[src/design/ptg_pkg.sv]
// ----------------------------------------------------------------------------
// Pulse tone generator package
// Types, constants and the amplitude table shared by the tone generator.
// ----------------------------------------------------------------------------
`default_nettype none

package ptg_pkg;

  localparam int unsigned SAMPLE_RATE = 8000;
  localparam int unsigned DAC_MID     = 2048;
  localparam int unsigned MAX_VOL     = 6;
  localparam int unsigned DUTY_PCT    = 10;
  localparam int unsigned AMP_MAX     = 127;

  localparam logic [63:0] PHASE_ONE = 64'h1_0000_0000;
  localparam logic [63:0] TOP_BIT   = 64'h8000_0000;

  localparam logic [11:0] DAC_MAX    = 12'hFFF;
  localparam logic [11:0] MID        = 12'(DAC_MID);
  localparam logic [19:0] CNT_MAX    = 20'hF_FFFF;
  localparam logic [2:0]  VOL_CLAMP  = 3'(MAX_VOL);
  localparam logic [30:0] DUTY_LIMIT = 31'((TOP_BIT * DUTY_PCT) / 100);

  // Phase increment: freq * 2^32 / rate = freq * PHASE_Q + freq * PHASE_RM / rate.
  // PHASE_Q also serves as the reciprocal of the rate scaled by 2^32.
  localparam logic [22:0] PHASE_Q  = 23'(PHASE_ONE / SAMPLE_RATE);
  localparam logic [15:0] PHASE_RM = 16'(PHASE_ONE % SAMPLE_RATE);
  localparam logic [15:0] RATE_W   = 16'(SAMPLE_RATE);

  // Sample count: ceil(dur * rate / 1000) = dur * CNT_A + ceil(dur * CNT_B / 1000).
  localparam logic [5:0]  CNT_A    = 6'(SAMPLE_RATE / 1000);
  localparam logic [9:0]  CNT_B    = 10'(SAMPLE_RATE % 1000);
  localparam logic [9:0]  MS_ROUND = 10'd999;
  localparam logic [9:0]  MS_DIV   = 10'd1000;
  localparam logic [22:0] MS_RECIP = 23'(PHASE_ONE / 1000);

  typedef enum logic [1:0] {
    OP_TICK = 2'd0,
    OP_PLAY = 2'd1,
    OP_STOP = 2'd2
  } op_e;

  typedef struct packed {
    logic [1:0]  op;
    logic [15:0] freq_hz;
    logic [15:0] tone_ms;
    logic [7:0]  vol_pct;
  } ptg_in_t;

  typedef struct packed {
    logic [11:0] dac_sample;
    logic        playing;
  } ptg_out_t;

  typedef struct packed {
    logic        valid;
    logic [1:0]  op;
    logic        start;
    logic [31:0] phase_inc;
    logic [19:0] sample_cnt;
    logic [6:0]  amplitude;
  } ptg_cmd_t;

  function automatic logic [6:0] amp_of(int unsigned vol);
    int unsigned amp;
    amp = ((DAC_MID - 1) * vol) / 100;
    if (amp > AMP_MAX) begin
      amp = AMP_MAX;
    end
    return 7'(amp);
  endfunction

  localparam logic [6:0] AMP_TABLE [7] = '{
    amp_of(0), amp_of(1), amp_of(2), amp_of(3), amp_of(4), amp_of(5), amp_of(6)
  };

endpackage

`default_nettype wire

[src/design/ptg_prep.sv]
// ----------------------------------------------------------------------------
// Pulse tone generator request preparation
// Registers each request and works out the phase increment, sample count
// and amplitude of a play request over three pipeline stages.
// ----------------------------------------------------------------------------
`default_nettype none

module ptg_prep (
  input  logic              clk_i,
  input  logic              rst_ni,
  input  logic              en_i,
  input  logic              in_valid_i,
  input  ptg_pkg::ptg_in_t  in_data_i,
  output ptg_pkg::ptg_cmd_t cmd_o
);
  import ptg_pkg::*;

  // Stage 1: input register.
  logic    s1_valid_q;
  ptg_in_t s1_q;

  logic        s1_start;
  logic [2:0]  s1_vol;
  logic [38:0] s1_base;
  logic [31:0] s1_z;
  logic [21:0] s1_c1;
  logic [26:0] s1_w;

  // Stage 2.
  logic        s2_valid_q;
  logic [1:0]  s2_op_q;
  logic        s2_start_q;
  logic [6:0]  s2_amp_q;
  logic [31:0] s2_base_q;
  logic [31:0] s2_z_q;
  logic [21:0] s2_c1_q;
  logic [26:0] s2_w_q;

  logic [54:0] s2_pz;
  logic [49:0] s2_pw;

  // Stage 3.
  logic        s3_valid_q;
  logic [1:0]  s3_op_q;
  logic        s3_start_q;
  logic [6:0]  s3_amp_q;
  logic [31:0] s3_base_q;
  logic [31:0] s3_z_q;
  logic [21:0] s3_c1_q;
  logic [26:0] s3_w_q;
  logic [15:0] s3_ep_q;
  logic [16:0] s3_ec_q;

  logic [31:0] s3_rp;
  logic [15:0] s3_qp;
  logic [26:0] s3_rc;
  logic [16:0] s3_qc;
  logic [22:0] s3_cnt_full;
  logic [19:0] s3_cnt;

  // Stage 4: prepared command.
  logic        s4_valid_q;
  logic [1:0]  s4_op_q;
  logic        s4_start_q;
  logic [31:0] s4_inc_q;
  logic [19:0] s4_cnt_q;
  logic [6:0]  s4_amp_q;

  always_comb begin
    s1_start = (s1_q.op == OP_PLAY) && (s1_q.freq_hz != 16'd0) &&
               (s1_q.tone_ms != 16'd0);
    s1_vol   = (s1_q.vol_pct > 8'(MAX_VOL)) ? VOL_CLAMP
                                            : s1_q.vol_pct[2:0];
    s1_base  = {23'd0, s1_q.freq_hz} * {16'd0, PHASE_Q};
    s1_z     = {16'd0, s1_q.freq_hz} * {16'd0, PHASE_RM};
    s1_c1    = {6'd0, s1_q.tone_ms} * {16'd0, CNT_A};
    s1_w     = {11'd0, s1_q.tone_ms} * {17'd0, CNT_B} + {17'd0, MS_ROUND};
  end

  always_comb begin
    s2_pz = {23'd0, s2_z_q} * {32'd0, PHASE_Q};
    s2_pw = {23'd0, s2_w_q} * {27'd0, MS_RECIP};
  end

  // The reciprocal estimates are at most one low, so one correction step suffices.
  always_comb begin
    s3_rp       = s3_z_q - ({16'd0, s3_ep_q} * {16'd0, RATE_W});
    s3_qp       = s3_ep_q + 16'(s3_rp >= {16'd0, RATE_W});
    s3_rc       = s3_w_q - ({10'd0, s3_ec_q} * {17'd0, MS_DIV});
    s3_qc       = s3_ec_q + 17'(s3_rc >= {17'd0, MS_DIV});
    s3_cnt_full = {1'b0, s3_c1_q} + {6'd0, s3_qc};
    if (s3_cnt_full > {3'd0, CNT_MAX}) begin
      s3_cnt = CNT_MAX;
    end else if (s3_cnt_full == 23'd0) begin
      s3_cnt = 20'd1;
    end else begin
      s3_cnt = s3_cnt_full[19:0];
    end
  end

  always_ff @(posedge clk_i or negedge rst_ni) begin
    if (!rst_ni) begin
      s1_valid_q <= 1'b0;
      s2_valid_q <= 1'b0;
      s3_valid_q <= 1'b0;
      s4_valid_q <= 1'b0;
    end else if (en_i) begin
      s1_valid_q <= in_valid_i;
      s2_valid_q <= s1_valid_q;
      s3_valid_q <= s2_valid_q;
      s4_valid_q <= s3_valid_q;
    end
  end

  always_ff @(posedge clk_i) begin
    if (en_i) begin
      s1_q       <= in_data_i;

      s2_op_q    <= s1_q.op;
      s2_start_q <= s1_start;
      s2_amp_q   <= AMP_TABLE[s1_vol];
      s2_base_q  <= s1_base[31:0];
      s2_z_q     <= s1_z;
      s2_c1_q    <= s1_c1;
      s2_w_q     <= s1_w;

      s3_op_q    <= s2_op_q;
      s3_start_q <= s2_start_q;
      s3_amp_q   <= s2_amp_q;
      s3_base_q  <= s2_base_q;
      s3_z_q     <= s2_z_q;
      s3_c1_q    <= s2_c1_q;
      s3_w_q     <= s2_w_q;
      s3_ep_q    <= s2_pz[47:32];
      s3_ec_q    <= s2_pw[48:32];

      s4_op_q    <= s3_op_q;
      s4_start_q <= s3_start_q;
      s4_inc_q   <= s3_base_q + {16'd0, s3_qp};
      s4_cnt_q   <= s3_cnt;
      s4_amp_q   <= s3_amp_q;
    end
  end

  always_comb begin
    cmd_o.valid      = s4_valid_q;
    cmd_o.op         = s4_op_q;
    cmd_o.start      = s4_start_q;
    cmd_o.phase_inc  = s4_inc_q;
    cmd_o.sample_cnt = s4_cnt_q;
    cmd_o.amplitude  = s4_amp_q;
  end

endmodule

`default_nettype wire

[src/design/ptg_core.sv]
// ----------------------------------------------------------------------------
// Pulse tone generator core
// Holds the tone state, executes prepared requests and registers the result.
// ----------------------------------------------------------------------------
`default_nettype none

module ptg_core (
  input  logic              clk_i,
  input  logic              rst_ni,
  input  logic              en_i,
  input  ptg_pkg::ptg_cmd_t cmd_i,
  output logic              out_valid_o,
  output ptg_pkg::ptg_out_t out_data_o
);
  import ptg_pkg::*;

  logic [31:0] acc_q, acc_d;
  logic [31:0] inc_q, inc_d;
  logic [19:0] rem_q, rem_d;
  logic [6:0]  amp_q, amp_d;
  logic        active_q, active_d;

  logic        out_valid_q, out_valid_d;
  ptg_out_t    out_data_q, out_data_d;

  logic [12:0] sum;

  always_comb begin
    acc_d       = acc_q;
    inc_d       = inc_q;
    rem_d       = rem_q;
    amp_d       = amp_q;
    active_d    = active_q;
    out_valid_d = 1'b0;
    out_data_d  = '{dac_sample: MID, playing: 1'b0};
    sum         = {1'b0, MID} + {6'd0, amp_q};

    if (cmd_i.valid) begin
      unique case (cmd_i.op) inside
        OP_PLAY, OP_STOP: begin
          if ((cmd_i.op == OP_PLAY) && cmd_i.start) begin
            acc_d    = 32'd0;
            inc_d    = cmd_i.phase_inc;
            rem_d    = cmd_i.sample_cnt;
            amp_d    = cmd_i.amplitude;
            active_d = 1'b1;
          end else begin
            active_d    = 1'b0;
            rem_d       = 20'd0;
            inc_d       = 32'd0;
            out_valid_d = 1'b1;
          end
        end
        OP_TICK: begin
          if (active_q && (rem_q != 20'd0)) begin
            if (acc_q[30:0] < DUTY_LIMIT) begin
              if (!acc_q[31]) begin
                out_data_d.dac_sample = sum[12] ? DAC_MAX : sum[11:0];
              end else if (MID >= {5'd0, amp_q}) begin
                out_data_d.dac_sample = MID - {5'd0, amp_q};
              end else begin
                out_data_d.dac_sample = 12'd0;
              end
            end
            acc_d = acc_q + inc_q;
            rem_d = rem_q - 20'd1;
          end else begin
            active_d = 1'b0;
          end
          if (rem_d == 20'd0) begin
            active_d = 1'b0;
          end
          out_data_d.playing = active_d;
          out_valid_d        = 1'b1;
        end
        default: begin
        end
      endcase
    end
  end

  always_ff @(posedge clk_i or negedge rst_ni) begin
    if (!rst_ni) begin
      acc_q       <= 32'd0;
      inc_q       <= 32'd0;
      rem_q       <= 20'd0;
      amp_q       <= 7'd0;
      active_q    <= 1'b0;
      out_valid_q <= 1'b0;
    end else if (en_i) begin
      acc_q       <= acc_d;
      inc_q       <= inc_d;
      rem_q       <= rem_d;
      amp_q       <= amp_d;
      active_q    <= active_d;
      out_valid_q <= out_valid_d;
    end
  end

  always_ff @(posedge clk_i) begin
    if (en_i) begin
      out_data_q <= out_data_d;
    end
  end

  assign out_valid_o = out_valid_q;
  assign out_data_o  = out_data_q;

endmodule

`default_nettype wire

[src/design/pulse_tone_generator.sv]
// ----------------------------------------------------------------------------
// Pulse tone generator
// Timed pulse tone source for a 12-bit DAC, driven by tick, play and stop
// requests.
// ----------------------------------------------------------------------------
// Usage:
// The input channel takes one request per accepted valid/ready handshake.
// A tick request returns one DAC sample and the playing flag. A play request
// arms a tone and returns nothing, unless its frequency or duration is zero,
// in which case it behaves as a stop. A stop request silences the tone and
// returns the midscale sample. The unused opcode is dropped without a result.
// A result reaches the output channel through prep stages 1 to 4 and the
// core's result register. Unless the receiver stalls, the pipeline takes one
// request per cycle: the phase increment and sample count divisions by
// constants are split over three stages, and all tone state is updated in the
// final stage, so back-to-back requests see each other's effects in order.
// Reset clears the tone state and empties the pipeline; the first tick after
// reset returns midscale with playing low.
// When the receiver stalls with a result pending, the whole pipeline holds
// and in_ready_o falls until the result is taken.
// ----------------------------------------------------------------------------
`default_nettype none

module pulse_tone_generator (
  input  logic              clk_i,
  input  logic              rst_ni,
  input  logic              in_valid_i,
  output logic              in_ready_o,
  input  ptg_pkg::ptg_in_t  in_data_i,
  output logic              out_valid_o,
  input  logic              out_ready_i,
  output ptg_pkg::ptg_out_t out_data_o
);
  import ptg_pkg::*;

  logic     en;
  logic     res_valid;
  ptg_cmd_t cmd;

  assign en          = !res_valid || out_ready_i;
  assign in_ready_o  = en;
  assign out_valid_o = res_valid;

  ptg_prep u_prep (
    .clk_i      (clk_i),
    .rst_ni     (rst_ni),
    .en_i       (en),
    .in_valid_i (in_valid_i),
    .in_data_i  (in_data_i),
    .cmd_o      (cmd)
  );

  ptg_core u_core (
    .clk_i       (clk_i),
    .rst_ni      (rst_ni),
    .en_i        (en),
    .cmd_i       (cmd),
    .out_valid_o (res_valid),
    .out_data_o  (out_data_o)
  );

endmodule

`default_nettype wire

[config.mk]
export PLATFORM = sky130hd
export DESIGN_NAME = pulse_tone_generator
export DESIGN_NICKNAME = d
export VERILOG_FILES = /design/src/design/ptg_pkg.sv /design/src/design/ptg_prep.sv /design/src/design/ptg_core.sv /design/src/design/pulse_tone_generator.sv
export SDC_FILE = /design/constraint.sdc
export NUM_CORES = 2
export LEC_CHECK = 0
export ABC_AREA = 1
export ABC_CLOCK_PERIOD_IN_PS = 26500
export BUFFER_PORTS_ARGS = -buffer_cell sky130_fd_sc_hd__buf_4
export CAP_MARGIN = 20
export CORE_UTILIZATION = 60
export CTS_BUF_LIST = sky130_fd_sc_hd__clkbuf_8
export DETAILED_ROUTE_END_ITERATION = 10
export PLACE_DENSITY_LB_ADDON = 0.3
export SETUP_SLACK_MARGIN = 0.05
export SYNTH_ARGS = -nofsm -noshare
export SYNTH_HDL_FRONTEND = slang
export SYNTH_SLANG_ARGS = --single-unit
[constraint.sdc]
create_clock -name clk_i -period 26.5 [get_ports clk_i]
set_input_delay 6.625 -clock clk_i [delete_from_list [all_inputs] [get_ports clk_i]]
set_output_delay 6.625 -clock clk_i [all_outputs]
set_load 0.03 [all_outputs]
# == Word level (Yosys, flattened, before mapping) ==
# Memories as Yosys holds them, arrays and structs flattened. A register that Yosys moved wholly into a read port is not among the register bits.
# Index checks and enable logic that the tools add are counted.
# word_totals
register_bits,381
romBits,56
in_bits,46
output_inout_bits,15
elab_cells,99
n_memories,1
# classes
n_addsub,7
multipliers,4
magnitude_cmp,5
eq_ne,5
mux,21
bitwise,1
reduce_logical,21
# mem_list
name,words,width,read_ports,rd_ports_with_merged_regs,write_ports,line_no,source
(name not given),8,7,1,1,0,ptg_prep.sv:121,s2_amp_q <= AMP_TABLE[s1_vol];
# op_table
op,count
32-bit two-way mux,3
20-bit two-way mux,4
32-bit one-hot mux with 2 select lines,1
"22-bit by 19-bit multiplier with 40-bit output, second input constant",1
20-bit one-hot mux with 2 select lines,1
12-bit two-way mux,3
32-bit by 16-bit adder with 32-bit output,1
32-bit adder,1
"32-bit by 13-bit greater-or-equal comparator with 1-bit output, second input constant",1
16-bit nonzero test,2
"31-bit by 28-bit less-than comparator with 1-bit output, second input constant",1
"16-bit by 19-bit multiplier with 31-bit output, second input constant",1
29-bit by 29-bit subtractor with 30-bit output,1
23-bit logical NOT,1
"16-bit by 7-bit multiplier with 23-bit output, second input constant",1
"16-bit by 6-bit multiplier with 22-bit output, second input constant",1
"19-bit by 20-bit > comparator with 1-bit output, second input constant",1
20-bit logical NOT,1
20-bit nonzero test,1
"20-bit by 1-bit subtractor with 20-bit output, second input constant",1
19-bit two-way mux,1
16-bit by 1-bit adder with 16-bit output,1
"12-bit by 7-bit adder with 13-bit output, first input constant",1
"12-bit by 7-bit greater-or-equal comparator with 1-bit output, first input constant",1
20 further kinds,32

# == Depth between registers and ports, before layout ==
# logic_depth
word_depth,8
mapped_depth,47
depth_no_buf,47

# == By module ==
# A second synthesis with hierarchy kept.
# hier_totals
hier_cells,3539
hier_area_um2,32665.1
# by_module_without_submodules
module,instances,cells_each,area_per_inst_um2,seq_area_each_um2
ptg_prep,1,2567,25502.0,8298.0
ptg_core,1,970,7155.6,2717.6
pulse_tone_generator,1,2,7.5,0.0

# == Least setup slack after synthesis ==
# OpenSTA, ideal clock, no wires.
# synth_timing
path_type,in2out
startpoint,in out_ready_i
endpoint,out in_ready_o
arrival_time_ns,12.475
required_time_ns,19.875
path_slack_ns,7.400
cell_stages,2
path_buffers,0
cell_sequence,nor2_1 > inv_1
# synth_via
elab_chain_len,1
# synth_rtl
item,line_no,source
from (decl),pulse_tone_generator.sv:31,"input logic out_ready_i,"
1-bit logical OR,pulse_tone_generator.sv:40,assign en = !res_valid || out_ready_i;
to (decl),pulse_tone_generator.sv:28,"output logic in_ready_o,"
# No other way between the ends.

# == Final worst setup path ==
# Ends and elaborated chain as after synthesis.

==> out/summary.txt <==
outcome = finished clean
Slew Limit Fails = 0
cts repair resizes = 0
asr flop ratio synth = 25.33%
input/output buffers = 60
CTS Hold Bufs = 0
largest net degree at the start of global routing = 92
measured slew at the worst slew-check pin = 1.103 ns
DR vias/cell = 5.567
post-route ant nets = 0
Wirelength per Cell = 17.11 um
Ports = 61
Worst EP arrival = 7.87 ns
post-CTS setup buffers = 0
Cell variety after synth = 59
Max Fclk = 69.01 MHz
crit path capture type = output port
Core Area = 0.05172 mm^2
Num CTS Buffers = 67
yosys synthesis warning count = 0
Synth top cells by count = inv_1, nand2_1, ha_1
ranking of synthesized cells by area = edfxtp_1, ha_1, fa_1
Synth Cell Area = 0.03170 mm^2
cell taking the most area after synthesis = edfxtp_1
most frequent cell after synthesis = inv_1
Final Setup Violations = 0
global-route wire length before repair = 116.9 mm
max cap viols = 0
Post-synth EDFFs = 286
number of global-route vias before repair = 23330
CP Max Fanout = 65
Detailed Route WL = 70.82 mm
type of the worst min-delay path = reg -> reg
post-synthesis to final-layout area growth = 8.096%
Post-layout nets = 4122
Initial Util = 61.29%
Final Hold Viols = 0
DP HPWL = 57.14 mm
Avg Inst Size Synth = 9.568 um^2
total global routing overflow = 0
Placer Congestion = 0.9885
Synth Flop Type = edfxtp_1
clk root buf = clkbuf_8
Die X = 231.8 um
max_slew headroom = 26.46%
Post-Syn Instances = 3313
CTS Sinks = 383
drt drc = 0
FP Rows = 83
via count = 23040
worst setup path category = in -> out
setup TNS = 0 ns
Clock Path Buffers = 3
Die Ht = 231.8 um
RSZ-0062 raised after global routing = false
final worst-path cycle share = 54.68%
die area = 0.05375 mm^2
layout cells sized above 1 = 6.362%
clk_lat worst skew = 0.63 ns
syn nets = 4028
total track usage = 27.28%
Pre-antenna DRT Iters = 7
initial antenna violation count = 1
CTS clk-pin slew, worst paths = 0.06 ns
synthesized flop and latch total = 383
Layout Skew = 0.02642 ns
CP Launch Type = input pin
CTS tree = done
fin crit period = 14.49 ns
Seq/Total Area, Yosys = 34.75%
Starting DRT DRC Count = 1717
CP Data Required Time = 19.88 ns
Synth top area share = 27.09%
H-tree levels = 3
[worst paths after layout]
check                                    start                  end  slack (ns)  cells past startpoint
min reg2reg                u_prep.s2_base_q[8]  u_prep.s3_base_q[8]        0.40                      0
min                        u_prep.s2_base_q[8]  u_prep.s3_base_q[8]        0.40                      0
max reg2reg                  u_prep.s3_ep_q[2]  u_prep.s4_inc_q[28]       17.49                     40
max in group asynchronous               rst_ni     u_core.acc_q[13]       19.35                      2
min in group asynchronous               rst_ni     u_core.acc_q[27]        5.96                      1
max                                out_ready_i           in_ready_o       12.01                      4
[kinds of logic after synthesis]
kind of cell,after synthesis,share of synthesized area [%]
AND/OR/NAND/NOR,968,12.84
adder cells (fa/ha/maj),669,31.40
buffers and inverters,639,7.685
AO/OA/AOI/OAI,494,8.874
flip-flops,383,34.75
XOR/XNOR,160,4.445
[per-stage QoR]
step	worst slack [ns]	utilization [%]	hold slack (ns)	instances	instance area (um^2)
2_1_floorplan	7.400	-	0.4003	3313	31700
3_3_place_gp	12.03	63.53	0.4019	4016	32860
3_5_place_dp	12.00	63.55	0.4045	4017	32870
4_1_cts	12.00	66.19	0.4048	4137	34230
5_1_grt	11.91	66.25	0.4088	4139	34260
6_report	12.01	66.25	0.4043	4139	34260
[critical path, stage by stage]
cell    delay, ns
buf_4        0.11
nor2_1       0.49
inv_8        0.27
buf_4        0.30
[registers in the layout (all words and copies together) (netlist names), 13 cells and up]
register / count
u_prep.s1_q: 42
u_prep.s2_c1_q: 16
u_prep.s3_c1_q: 16
u_core.acc_q: 32
u_prep.s3_base_q: 31
u_prep.s2_base_q: 31
u_prep.s4_inc_q: 32
u_prep.s4_cnt_q: 17
u_prep.s3_ep_q: 16
u_prep.s3_z_q: 21
u_core.rem_q: 20
u_core.inc_q: 32
u_core.out_data_o: 13
u_prep.s2_z_q: 21
[area by class of cell]
cell class	count	area (um^2)
fill	4032	17450
antenna	1	2.502
clock inverter	48	376.6
clock buffer	72	991.0
tap	680	850.8
sequential	383	11020
timing repair buffer	68	534.3
inverter	596	2247
multi-input combinational	2291	18250
[layout by cell type (no fill, tap or decap), types with 4 or more instances in the layout]
cell / count
a21oi_1: 194
or2_2: 5
clkinv_1: 7
nand3_1: 92
o21bai_1: 12
ha_1: 458
clkinv_2: 14
nor3_1: 34
fa_1: 211
a31oi_1: 12
a21o_1: 16
edfxtp_1: 286
o21ai_2: 6
nand2_1: 550
o21ai_1: 11
nor4_1: 19
clkbuf_8: 72
o22ai_1: 11
o211ai_1: 8
buf_4: 66
o21ai_0: 160
dfrtp_1: 97
a211oi_1: 6
nand3b_1: 5
nor2_2: 10
inv_2: 7
inv_1: 600
nand4_1: 40
xor2_1: 107
a22oi_1: 15
xnor2_1: 52
o21a_1: 10
nand2_2: 6
o31ai_1: 9
nor2_1: 195
bufinv_16: 4
[metal layers]
metal | up-vias | share of wire [%] | wire length (um) | GRT usage (%)
li1 | 11170 | - | - | -
met1 | 11150 | 47 | 33230 | 39.32
met2 | 609 | 45 | 31920 | 43.04
met3 | 116 | 5.8 | 4085 | 4.273
met4 | 0 | 2.2 | 1578 | 7.031
met5 | - | 0 | 0 | 0
Power is not shown: default switching activity piles up to over one toggle a cycle in this logic, so the estimate is an artifact.
